$ cat config.mk
export PLATFORM = sky130hd
export DESIGN_NAME = video_loss_recovery_policy_top
export DESIGN_NICKNAME = d
export VERILOG_FILES = /design/src/vlrp_pkg.sv /design/src/video_loss_recovery_policy_top.sv
export SDC_FILE = /design/constraint.sdc
export NUM_CORES = 1
export LEC_CHECK = 0
export BUFFER_PORTS_ARGS = -buffer_cell sky130_fd_sc_hd__clkbuf_2
export CELL_PAD_IN_SITES_DETAIL_PLACEMENT = 1
export CELL_PAD_IN_SITES_GLOBAL_PLACEMENT = 1
export CORE_ASPECT_RATIO = 1.2
export CORE_MARGIN = 2
export CORE_UTILIZATION = 50
export DETAILED_ROUTE_END_ITERATION = 10
export HOLD_SLACK_MARGIN = 0.03
export PLACE_DENSITY = 0.9
export SLEW_MARGIN = 20
export SYNTH_ARGS = -nofsm -noshare
export SYNTH_HDL_FRONTEND = slang
export SYNTH_SLANG_ARGS = --single-unit
$ cat constraint.sdc
create_clock -name aclk -period 12.5 [get_ports aclk]
set_clock_uncertainty 0.05 [all_clocks]
set_input_delay 1.25 -clock aclk [delete_from_list [all_inputs] [get_ports aclk]]
set_output_delay 1.25 -clock aclk [all_outputs]
set_load 0.03 [all_outputs]
$ cat src/vlrp_pkg.sv
`timescale 1ns / 1ps

package vlrp_pkg;

    // item kinds on the input channel
    typedef enum logic [1:0] {
        FUNC_QUERY_MARK   = 2'd0,
        FUNC_FRAME_ENC    = 2'd1,
        FUNC_REF_LOST     = 2'd2,
        FUNC_RESET_STATE  = 2'd3
    } func_t;

    // recovery actions on the result channel
    typedef enum logic [1:0] {
        ACT_NONE       = 2'd0,
        ACT_KEYFRAME   = 2'd1,
        ACT_INVALIDATE = 2'd2,
        ACT_REFRESH    = 2'd3
    } action_t;

    // configuration register indexes
    localparam logic REG_LONG_TERM_CAPABLE = 1'b0;
    localparam logic REG_REFRESH_CAPABLE   = 1'b1;

    // policy constants
    localparam int unsigned LONG_TERM_INTERVAL = 30;
    localparam int unsigned REFRESH_FRAMES     = 16;
    localparam int unsigned REFRESH_MAX        = 31;

    // count of trailing zero bits of a divisor in 1..1024
    function automatic int unsigned trailing_zeros(input int unsigned v);
        int unsigned n;
        logic        hit;
        n   = 0;
        hit = 1'b0;
        for (int i = 0; i < 11; i++) begin
            if (!hit && v[i] == 1'b0) begin
                n = n + 1;
            end else begin
                hit = 1'b1;
            end
        end
        return n;
    endfunction

    // multiplicative inverse of an odd number mod 2^32 (newton steps)
    function automatic logic [31:0] odd_inverse(input logic [31:0] d);
        logic [31:0] inv;
        inv = d;
        for (int i = 0; i < 5; i++) begin
            inv = inv * (32'd2 - d * inv);
        end
        return inv;
    endfunction

    // divisibility test by LONG_TERM_INTERVAL = 2^LT_SHIFT * LT_ODD:
    // low LT_SHIFT bits zero and (x >> LT_SHIFT) * inv(LT_ODD) within limit
    localparam int unsigned LT_SHIFT = trailing_zeros(LONG_TERM_INTERVAL);
    localparam int unsigned LT_ODD   = LONG_TERM_INTERVAL >> LT_SHIFT;
    localparam int unsigned LT_BITS  = 32 - LT_SHIFT;
    localparam logic [31:0] LT_INV   = odd_inverse(LT_ODD[31:0]);
    localparam logic [63:0] LT_SPAN  = (64'd1 << LT_BITS) - 64'd1;
    localparam logic [63:0] LT_LIMIT = LT_SPAN / LT_ODD;
    localparam logic [31:0] LT_MASK  = LT_SPAN[31:0];
    localparam logic [31:0] LT_LOW   = 32'((64'd1 << LT_SHIFT) - 64'd1);

    // countdown load, saturated to the 5-bit counter
    localparam logic [4:0] REFRESH_LOAD =
        (REFRESH_FRAMES > REFRESH_MAX) ? 5'(REFRESH_MAX) : 5'(REFRESH_FRAMES);

endpackage

$ cat src/video_loss_recovery_policy_top.sv
`timescale 1ns / 1ps

// channel  | direction | handshake          | word
// ---------+-----------+--------------------+------------------------------------------
// s_       | in        | s_valid / s_ready  | func, frame_id, is_idr, was_marked
// m_       | out       | m_valid / m_ready  | action, reference_frame_id, mark_long_term,
//          |           |                    | refresh_active, long_term_valid,
//          |           |                    | newest_long_term_id
// apb      | in        | psel/penable/pready| capability registers at 0x0 and 0x4
//
// one word per cycle while s_ready is high; result valid the cycle after acceptance
// the policy state updates in the same cycle a word is accepted, so words can
// follow back to back
// s_ready is high whenever the result register is empty or being drained
// aresetn (synchronous, active low) clears the state and both capability bits
// a write to either capability register also clears the policy state

module video_loss_recovery_policy_top (
    input  logic        aclk,
    input  logic        aresetn,
    // input channel
    input  logic        s_valid,
    output logic        s_ready,
    input  logic [1:0]  s_func,
    input  logic [31:0] s_frame_id,
    input  logic        s_is_idr,
    input  logic        s_was_marked,
    // result channel
    output logic        m_valid,
    input  logic        m_ready,
    output logic [1:0]  m_action,
    output logic [31:0] m_reference_frame_id,
    output logic        m_mark_long_term,
    output logic        m_refresh_active,
    output logic        m_long_term_valid,
    output logic [31:0] m_newest_long_term_id,
    // configuration port
    input  logic        psel,
    input  logic        penable,
    input  logic        pwrite,
    input  logic [2:0]  paddr,
    input  logic [31:0] pwdata,
    output logic [31:0] prdata,
    output logic        pready
);

    // capability registers
    logic long_term_capable_reg;
    logic refresh_capable_reg;

    // policy state
    logic [31:0] newest_long_term_reg, newest_long_term_next;
    logic        long_term_held_reg, long_term_held_next;
    logic [4:0]  refresh_left_reg, refresh_left_next;
    logic        recovery_pending_reg, recovery_pending_next;

    // result register
    logic                    m_valid_reg;
    vlrp_pkg::action_t       m_action_reg, m_action_next;
    logic [31:0]             m_reference_frame_id_reg, m_reference_frame_id_next;
    logic                    m_mark_long_term_reg, m_mark_long_term_next;
    logic                    m_refresh_active_reg;
    logic                    m_long_term_valid_reg;
    logic [31:0]             m_newest_long_term_id_reg;

    logic        s_accept;
    logic        cfg_write;
    logic [31:0] lt_quot;
    logic [31:0] lt_prod;
    logic        lt_divisible;
    logic        lt_update;
    vlrp_pkg::func_t func;

    assign pready    = 1'b1;
    assign cfg_write = psel && penable && pwrite;
    assign s_ready   = !m_valid_reg || m_ready;
    assign s_accept  = s_valid && s_ready;
    assign func      = vlrp_pkg::func_t'(s_func);

    // register readback
    always_comb begin
        prdata = 32'd0;
        case (paddr[2])
            vlrp_pkg::REG_LONG_TERM_CAPABLE: prdata = {31'd0, long_term_capable_reg};
            vlrp_pkg::REG_REFRESH_CAPABLE:   prdata = {31'd0, refresh_capable_reg};
            default:                         prdata = 32'd0;
        endcase
    end

    // frame id divisibility by the long-term interval via odd inverse multiply
    assign lt_quot      = s_frame_id >> vlrp_pkg::LT_SHIFT;
    assign lt_prod      = (lt_quot * vlrp_pkg::LT_INV) & vlrp_pkg::LT_MASK;
    assign lt_divisible = ((s_frame_id & vlrp_pkg::LT_LOW) == 32'd0)
                          && ({32'd0, lt_prod} <= vlrp_pkg::LT_LIMIT);

    // encoded IDR or marked frame becomes the newest long-term reference when capable and newer
    assign lt_update = long_term_capable_reg && (s_is_idr || s_was_marked)
                       && !(long_term_held_reg && (s_frame_id <= newest_long_term_reg));

    // policy decision
    always_comb begin
        newest_long_term_next     = newest_long_term_reg;
        long_term_held_next       = long_term_held_reg;
        refresh_left_next         = refresh_left_reg;
        recovery_pending_next     = recovery_pending_reg;
        m_action_next             = vlrp_pkg::ACT_NONE;
        m_reference_frame_id_next = 32'd0;
        m_mark_long_term_next     = 1'b0;
        case (func)
            vlrp_pkg::FUNC_QUERY_MARK: begin
                m_mark_long_term_next = long_term_capable_reg && lt_divisible;
            end
            vlrp_pkg::FUNC_FRAME_ENC: begin
                if (refresh_left_reg != 5'd0) begin
                    refresh_left_next = refresh_left_reg - 5'd1;
                end
                recovery_pending_next = 1'b0;
                if (lt_update) begin
                    newest_long_term_next = s_frame_id;
                    long_term_held_next   = 1'b1;
                end
            end
            vlrp_pkg::FUNC_REF_LOST: begin
                if (refresh_left_reg != 5'd0 && !recovery_pending_reg) begin
                    m_action_next = vlrp_pkg::ACT_NONE;
                end else if (long_term_capable_reg && long_term_held_reg
                             && (newest_long_term_reg < s_frame_id)
                             && !recovery_pending_reg) begin
                    m_action_next             = vlrp_pkg::ACT_INVALIDATE;
                    m_reference_frame_id_next = newest_long_term_reg;
                    recovery_pending_next     = 1'b1;
                end else if (refresh_capable_reg && refresh_left_reg == 5'd0
                             && !recovery_pending_reg) begin
                    m_action_next         = vlrp_pkg::ACT_REFRESH;
                    refresh_left_next     = vlrp_pkg::REFRESH_LOAD;
                    recovery_pending_next = 1'b1;
                end else begin
                    m_action_next         = vlrp_pkg::ACT_KEYFRAME;
                    long_term_held_next   = 1'b0;
                    refresh_left_next     = 5'd0;
                    recovery_pending_next = 1'b1;
                end
            end
            vlrp_pkg::FUNC_RESET_STATE: begin
                newest_long_term_next = 32'd0;
                long_term_held_next   = 1'b0;
                refresh_left_next     = 5'd0;
                recovery_pending_next = 1'b0;
            end
            default: begin
                m_action_next = vlrp_pkg::ACT_NONE;
            end
        endcase
    end

    // capability registers and policy state
    always_ff @(posedge aclk) begin
        if (!aresetn) begin
            long_term_capable_reg <= 1'b0;
            refresh_capable_reg   <= 1'b0;
            newest_long_term_reg  <= 32'd0;
            long_term_held_reg    <= 1'b0;
            refresh_left_reg      <= 5'd0;
            recovery_pending_reg  <= 1'b0;
        end else if (cfg_write) begin
            case (paddr[2])
                vlrp_pkg::REG_LONG_TERM_CAPABLE: long_term_capable_reg <= pwdata[0];
                vlrp_pkg::REG_REFRESH_CAPABLE:   refresh_capable_reg   <= pwdata[0];
                default:                         long_term_capable_reg <= long_term_capable_reg;
            endcase
            newest_long_term_reg <= 32'd0;
            long_term_held_reg   <= 1'b0;
            refresh_left_reg     <= 5'd0;
            recovery_pending_reg <= 1'b0;
        end else if (s_accept) begin
            newest_long_term_reg <= newest_long_term_next;
            long_term_held_reg   <= long_term_held_next;
            refresh_left_reg     <= refresh_left_next;
            recovery_pending_reg <= recovery_pending_next;
        end
    end

    // result valid
    always_ff @(posedge aclk) begin
        if (!aresetn) begin
            m_valid_reg <= 1'b0;
        end else if (s_accept) begin
            m_valid_reg <= 1'b1;
        end else if (m_ready) begin
            m_valid_reg <= 1'b0;
        end
    end

    // result payload
    always_ff @(posedge aclk) begin
        if (s_accept) begin
            m_action_reg                 <= m_action_next;
            m_reference_frame_id_reg     <= m_reference_frame_id_next;
            m_mark_long_term_reg         <= m_mark_long_term_next;
            m_refresh_active_reg         <= (refresh_left_next != 5'd0);
            m_long_term_valid_reg        <= long_term_held_next;
            m_newest_long_term_id_reg    <= newest_long_term_next;
        end
    end

    assign m_valid               = m_valid_reg;
    assign m_action              = m_action_reg;
    assign m_reference_frame_id  = m_reference_frame_id_reg;
    assign m_mark_long_term      = m_mark_long_term_reg;
    assign m_refresh_active      = m_refresh_active_reg;
    assign m_long_term_valid     = m_long_term_valid_reg;
    assign m_newest_long_term_id = m_newest_long_term_id_reg;

    // countdown never exceeds its load value
    a_refresh_bound: assert property (@(posedge aclk) disable iff (!aresetn)
        refresh_left_reg <= vlrp_pkg::REFRESH_LOAD)
        else $error("refresh countdown above load value");

    // an accepted word always leaves a result behind
    a_accept_result: assert property (@(posedge aclk) disable iff (!aresetn)
        s_accept |=> m_valid_reg)
        else $error("accepted word produced no result");

    // invalidate only falls back to a held long-term reference
    a_invalidate_held: assert property (@(posedge aclk) disable iff (!aresetn)
        (m_valid_reg && m_action_reg == vlrp_pkg::ACT_INVALIDATE) |-> m_long_term_valid_reg)
        else $error("invalidate without held long-term reference");

    // a keyframe drops the long-term reference and stops refresh
    a_keyframe_clears: assert property (@(posedge aclk) disable iff (!aresetn)
        (m_valid_reg && m_action_reg == vlrp_pkg::ACT_KEYFRAME)
        |-> (!m_long_term_valid_reg && !m_refresh_active_reg))
        else $error("keyframe left long-term or refresh state");

    // a mark answer never comes with a recovery action
    a_mark_no_action: assert property (@(posedge aclk) disable iff (!aresetn)
        (m_valid_reg && m_mark_long_term_reg) |-> (m_action_reg == vlrp_pkg::ACT_NONE))
        else $error("mark answer carries an action");

endmodule

==> impl_metrics.toml, run 1 <==
[timing]
worst_pin_slew_ns = 1.19
max_freq_mhz = 115
setup_viol = 0
hold_viol = 0
rsz0062_at_grt = "no"
finalSetupTns_ns = 0
relSlewSlack_pct = 20.0
fin_crit_sh_pct = 69.7
period_needed_ns = 8.71
report.final.slew_viol_count = 0
holdWs_ns = 0.491

[global_routing]
antenna_found_initial = 2
overflow = 0
grt.total_usage_pct = 32.5
grt_pass1_vias = 13300
grt_pass1_wl_um = 77800
grt_max_degree = 73

[critical_path]
crit_path_max_fanout = 9
crit_path_frequent_cell = "fa_1"
slowest_delay_ns = 0.58
worst_path_max_delay_cell = "fa_1"
crit_required_ns = 12.55
worstSetupPathType = "in -> reg"
path_delay_family = "adder cells"
startpoint_type = "primary input"
worst-path-buf-inv = 5
crit_chain = "clkbuf_2 -> inv_1 -> fa_1 -> inv_1 -> fa_1 -> fa_1 -> inv_1 -> fa_1 -> inv_1 -> fa_1 -> fa_1 -> fa_1 -> fa_1 -> ha_1 -> a21oi_1 -> o21ai_0 -> nor2_1 -> a21oi_1 -> or3_1 -> a221oi_1 -> and3_1 -> o2111ai_1 -> a211oi_1"
worstSetupEndpointType = "register"
crit_arrival_ns = 8.76
r2r_cells = 10
cp.depth = 23

[yosys]
synth_edf_count = 69
syn_area_um2 = 15500
synthArstFlopShare_pct = 0
yosysTopAreaCell = "fa_1"
synth_top_area_share_pct = 33.1
ys_ff_latch = 111
synth.distinct_cells = 63
synth_warnings = 0
ys.flop_type = "edfxtp_1"
synthTopCellsByArea = "fa_1, ha_1, edfxtp_1"
synthCells = 1485
yosysSeqAreaShare_pct = 18.8
avgSynthCellArea_um2 = 10.5

[routing]
top_layer_used = "met4"
wl_met1_um = 17500
wl_met3_um = 3070
drc_errors = 0
routed-via-count = 11500
drt-vias-per-instance = 5.74
wl_per_cell_um = 25.0
antenna_left = 0
drtPass1Iterations = 5
wl_met2_um = 25600
first_iter_violations = 782
drt_wl_total_um = 50000

[clock_tree]
cts_resized = 0
cts.sinks = 111
insertion_delay_ns = 0.35
cts_hold_buf = 0
htree_levels = 3
cts_tree = "yes"
clock-root-buffer = "clkbuf_16"
post_cts_buffers = 0
clock_path_buffers = 2
path_clk_slew_ns = 0.08
numCtsBuffers = 9

[finish]
syn_to_final_growth_pct = 7.86
fillers = 3386
nets = 2144
layout_common_cells = "inv_1, fa_1, ha_1"
mostFrequentLayoutCell = "inv_1"
layout-drive-gt1-share_pct = 9.28

[min_path]
worstHoldPathCells = 1
hold_path_class = "reg -> reg"

[die]
fp.dieArea_um2 = 32500
initial_core_util_pct = 50.8
rows = 70
core_area_um2 = 30600
ios = 182
dieWidth_um = 165
die_h_um = 197

[job]
max_cap_violations = 0

[status]
status = "finished clean"

[placed_design]
hpwl_um = 41100
routabilityCongestion = 1.01
portBuffers = 116
## area by class of cell
type,count,area [µm²],area share [%]
multi-input combinational,916,10800,64.2
sequential,111,2910,17.4
inverter,438,1640,9.81
timing repair buffer,124,641,3.82
tap,396,495,2.96
clock buffer,10,229,1.37
clock inverter,6,62.6,0.373
antenna,2,5.00,0.0299
## logic make-up after synthesis
group                      synth area share [%]
buffers and inverters                      12.7
adders and majority gates                  50.0
AOI/OAI and AO/OA                          10.2
and+or+nand+nor                            4.98
DFF                                        18.8
xor gates and xnor gates                   3.21
other                                    0.0484
muxes                                     0.137
## layer usage
metal,vias to the layer above,GRT usage [%]
met5,-,0
met4,0,19.8
met3,202,5.73
met2,535,55.8
met1,5874,37.5
li1,4892,-
## worst register-to-register path, cell delays in order, from the launching register on
cell	delay, ns
dfxtp_1	0.42
ha_1	0.29
a21o_1	0.19
a21o_1	0.18
a21oi_1	0.16
o21ai_0	0.16
a2111oi_0	0.72
nand3_1	0.41
nor2_1	0.80
buf_4	0.37
and2_1	0.20
## path summary, 6_finish.rpt
kind                       startpoint                        to  slack [ns]
max reg2reg  newest_long_term_reg[13]  m_reference_frame_id[16]        8.42
min reg2reg   newest_long_term_reg[1]   newest_long_term_reg[1]        0.49
max                     s_frame_id[7]          m_mark_long_term        3.79
min           newest_long_term_reg[1]   newest_long_term_reg[1]        0.49
## stage by stage
stage	instances	setup slack, ns	area [µm²]	util [%]
after global routing	2003	3.46	16800	54.8
after global placement	1985	3.59	16500	53.8
after floorplan	1515	4.78	15600	-
after detailed placement	1985	3.39	16500	53.8
final	2003	3.79	16800	54.8
after CTS	2001	3.73	16700	54.8
## synthesized netlist by cell type, types with 11 or more instances
cell type and count:
ha_1 209, nand2_1 24, and2_1 33, a21oi_1 43, buf_4 32, xor2_1 12, edfxtp_1 69, nand4_1 11
inv_1 438, nand3_1 13, clkbuf_1 14, dfxtp_1 42, a22o_1 65, nor2_1 27, xnor2_1 45, fa_1 257
a21o_1 13, o21ai_0 30
Power of run 1 is not shown: default switching activity piles up to over one toggle a cycle in this logic, so the estimate is an artifact.
==> inputs of run 2 (changes only) <==
- CORE_UTILIZATION: 50 -> 48
- PLACE_DENSITY: 0.9 -> 0.87
- clock period: 12.5 -> 8.15 ns (I/O delays scaled with it)
==> impl_metrics.toml, run 2 (synthesis results as in run 1) <==
[global_routing]
grt_max_degree = 73
grt-busiest-layer = "met2"
antenna_found_initial = 2
grt_use_met2_pct = 53.3
overflow = 0
grt_use_met3_pct = 3.73
met1_usage_pct = 34.9
grt_pass1_wl_um = 74800
grt_pass1_vias = 12800
grt.total_usage_pct = 29.5

[timing]
finalSetupTns_ns = 0
max_freq_mhz = 126
worst_pin_slew_ns = 0.967
rsz0062_at_grt = "no"
period_needed_ns = 7.94
report.final.slew_viol_count = 0
fin_crit_sh_pct = 97.4
relSlewSlack_pct = 35.5
hold_viol = 0
setup_viol = 0
holdWs_ns = 0.487

[clock_tree]
htree_levels = 3
cts_resized = 0
clock_path_buffers = 2
cts.sinks = 111
path_clk_slew_ns = 0.08
cts_tree = "yes"
post_cts_buffers = 0
insertion_delay_ns = 0.36
clock-root-buffer = "clkbuf_16"
numCtsBuffers = 9
cts_hold_buf = 0

[die]
dieWidth_um = 168
core_area_um2 = 32100
fp.dieArea_um2 = 33800
rows = 72
ios = 182
initial_core_util_pct = 48.4
die_h_um = 201

[critical_path]
worstSetupEndpointType = "register"
crit_arrival_ns = 8.13
worst-path-buf-inv = 8
path_delay_family = "adder cells"
slowest_delay_ns = 0.60
startpoint_type = "primary input"
crit_required_ns = 8.34
worst_path_max_delay_cell = "fa_1"
crit_path_frequent_cell = "fa_1"
worstSetupPathType = "in -> reg"
r2r_setup_slack_ns = 4.22
crit_path_max_fanout = 6

[routing]
drt-vias-per-instance = 5.55
drt_wl_total_um = 48300
antenna_left = 0
drc_errors = 0
routed-via-count = 11300
first_iter_violations = 641
drtPass1Iterations = 4
wl_per_cell_um = 23.7

[placed_design]
portBuffers = 116
routabilityCongestion = 0.971
hpwl_um = 41300

[job]
max_cap_violations = 0

[min_path]
hold_path_class = "reg -> reg"

[finish]
layout-drive-gt1-share_pct = 10.7
nets = 2167
syn_to_final_growth_pct = 9.12
mostFrequentLayoutCell = "inv_1"
layout_common_cells = "inv_1, fa_1, ha_1"

[status]
status = "finished clean"
==> run 2: changes by cell type in the layout (fill, tap and decap cells not counted), moves of 2 or more <==
cell,before,now
o21ai_0,30,28
clkinv_4,1,3
a21oi_1,43,41
inv_6,3,1
a21oi_2,0,2
buf_4,8,31
o21ai_1,0,2
==> run 2: stage by stage <==
stage | utilization (%) | worst slack, ns | area (µm²) | std cells
after global routing | 52.8 | 0.0135 | 16900 | 2037
after CTS | 52.8 | 0.156 | 16900 | 2035
after global placement | 51.9 | 0.0459 | 16600 | 2019
after detailed placement | 51.9 | -0.183 | 16600 | 2019
final | 52.8 | 0.213 | 16900 | 2037
after floorplan | - | 0.864 | 15600 | 1515
==> run 2: routing by layer <==
metal	share of wire [%]	wire [µm]	vias to the layer above
li1	-	-	4957
met1	37	18000	5844
met2	53	25700	386
met3	4.5	2150	118
met4	5.0	2410	0
met5	0	0	-
==> run 2: path summary, 6_finish.rpt <==
kind,cells past startpoint,endpoint,from
worst max-delay path,26,m_mark_long_term,s_frame_id[7]
worst min-delay path,1,newest_long_term_reg[3],newest_long_term_reg[3]
worst max register to register,11,newest_long_term_reg[0],newest_long_term_reg[17]
worst min register to register,1,newest_long_term_reg[3],newest_long_term_reg[3]
==> run 2: final cells by class <==
class / instances / area [µm²]
Fill cell: 3618 / 15100
Multi-Input combinational cell: 916 / 10800
Sequential cell: 111 / 2910
Inverter: 438 / 1640
Timing Repair Buffer: 147 / 813
Tap cell: 407 / 509
Clock buffer: 9 / 225
Clock inverter: 7 / 67.6
Antenna cell: 2 / 5.00
Power of run 2 is left out for the same reason.
==> inputs of run 3 (changes only) <==
- SETUP_SLACK_MARGIN: unset -> 0.5
==> impl_metrics.toml, run 3 (synthesis results as in run 1) <==
[status]
status = "finished clean"

[finish]
layout-drive-gt1-share_pct = 13.4
mostFrequentLayoutCell = "inv_1"
nets = 2169
utilization_pct = 53.5
postLayoutCellArea_um2 = 17200
layout_common_cells = "inv_1, fa_1, ha_1"
syn_to_final_growth_pct = 10.4

[global_routing]
antenna_found_initial = 2
grt_pass1_wl_um = 74800
grt_max_degree = 73
overflow = 0
grt.total_usage_pct = 29.5
grt_pass1_vias = 12800

[timing]
worst_pin_slew_ns = 0.956
rsz0062_at_grt = "no"
setup_viol = 0
max_freq_mhz = 133
report.final.slew_viol_count = 0
period_needed_ns = 7.53
relSlewSlack_pct = 36.3
fin_crit_sh_pct = 92.4
fin_ws_ns = 0.621
hold_viol = 0

[placed_design]
portBuffers = 116
hpwl_um = 41300
routabilityCongestion = 0.971
place_area_um2 = 16600
post-place-ws_ns = -0.183

[clock_tree]
cts_tree = "yes"
clock_path_buffers = 2
cts.sinks = 111
insertion_delay_ns = 0.36
clock-root-buffer = "clkbuf_16"
path_clk_slew_ns = 0.08
numCtsBuffers = 9
htree_levels = 3
cts_hold_buf = 0

[critical_path]
crit_path_frequent_cell = "inv_1"
worstSetupPathType = "in -> reg"
crit_required_ns = 8.23
worstSetupEndpointType = "register"
endpoint = "m_mark_long_term"
worst_path_max_delay_cell = "fa_2"
crit_arrival_ns = 7.61
critPathLaunch = "s_frame_id[8]"
cp.depth = 26
path_delay_family = "adder cells"
slowest_delay_ns = 0.60
worst-path-buf-inv = 8
crit_path_max_fanout = 6
r2r_cells = 11
startpoint_type = "primary input"
rr_startpoint = "newest_long_term_reg[17]"
r2r_setup_slack_ns = 4.20
r2r_end = "newest_long_term_reg[0]"

[routing]
drt_wl_total_um = 48700
wl_per_cell_um = 23.9
drc_errors = 0
routed-via-count = 11300
antenna_left = 0
drtPass1Iterations = 5
drt-vias-per-instance = 5.55
first_iter_violations = 585

[die]
core_area_um2 = 32100
dieWidth_um = 168
initial_core_util_pct = 48.4
die_h_um = 201
rows = 72
fp.dieArea_um2 = 33800
ios = 182

[job]
max_cap_violations = 0

[min_path]
hold_path_class = "reg -> reg"
## run 3: cell types whose count changed in the layout (fill, tap and decap cells not counted), sizes merged
cell and change:
buf +7, clkbuf -5
## run 3: metal layers
layer | vias to the layer above | wire length (µm) | track usage [%]
li1 | 4954 | - | -
met1 | 5825 | 17800 | 34.9
met2 | 413 | 25800 | 53.3
met3 | 123 | 2400 | 3.71
met4 | 0 | 2670 | 13.4
met5 | - | 0 | 0
## run 3: cell type report
class | count | area, µm²
antenna | 2 | 5.00
clock buffer | 9 | 225
timing repair buffer | 149 | 838
fill | 3590 | 14900
clock inverter | 7 | 67.6
multi-input combinational | 916 | 10900
tap | 407 | 509
sequential | 111 | 2910
inverter | 438 | 1640
## run 3: worst min path at each step
| stage | from | endpoint | slack [ns] | cells after the start |
|---|---|---|---|---|
| 3_5_place_dp | refresh_left_reg[0] | refresh_left_reg[0] | 0.46 | 1 |
| 5_1_grt | newest_long_term_reg[18] | newest_long_term_reg[18] | 0.51 | 1 |
| 4_1_cts | refresh_left_reg[4] | refresh_left_reg[4] | 0.48 | 2 |
| 3_3_place_gp | newest_long_term_reg[0] | newest_long_term_reg[0] | 0.44 | 1 |
| 6_report | refresh_left_reg[4] | refresh_left_reg[4] | 0.49 | 2 |
| 2_1_floorplan | refresh_left_reg[4] | refresh_left_reg[4] | 0.41 | 2 |
## run 3: metrics by stage
stage	std cells	hold slack, ns	TNS (ns)
final	2039	0.490	0
after CTS	2036	0.482	0
after global placement	2019	0.436	0
after detailed placement	2019	0.457	-0.183
after floorplan	1515	0.411	0
after global routing	2039	0.506	0
## run 3: repair_timing
item | CTS | global route
setup buffers | 1 | 1
pin swaps | 3 | 21
setup endpoints to repair | 1 | 1
resized for setup | 17 | 42
## run 3: worst reg2reg max path, delay by kind of cell (launching register included)
family	cells	cell delay, ns
AO/OA/AOI/OAI	8	1.97
adder cells (fa/ha/maj)	1	0.30
buffers and inverters	1	0.37
flip-flops	1	0.43
AND/OR/NAND/NOR	1	0.78
Power of run 3 is left out for the same reason.
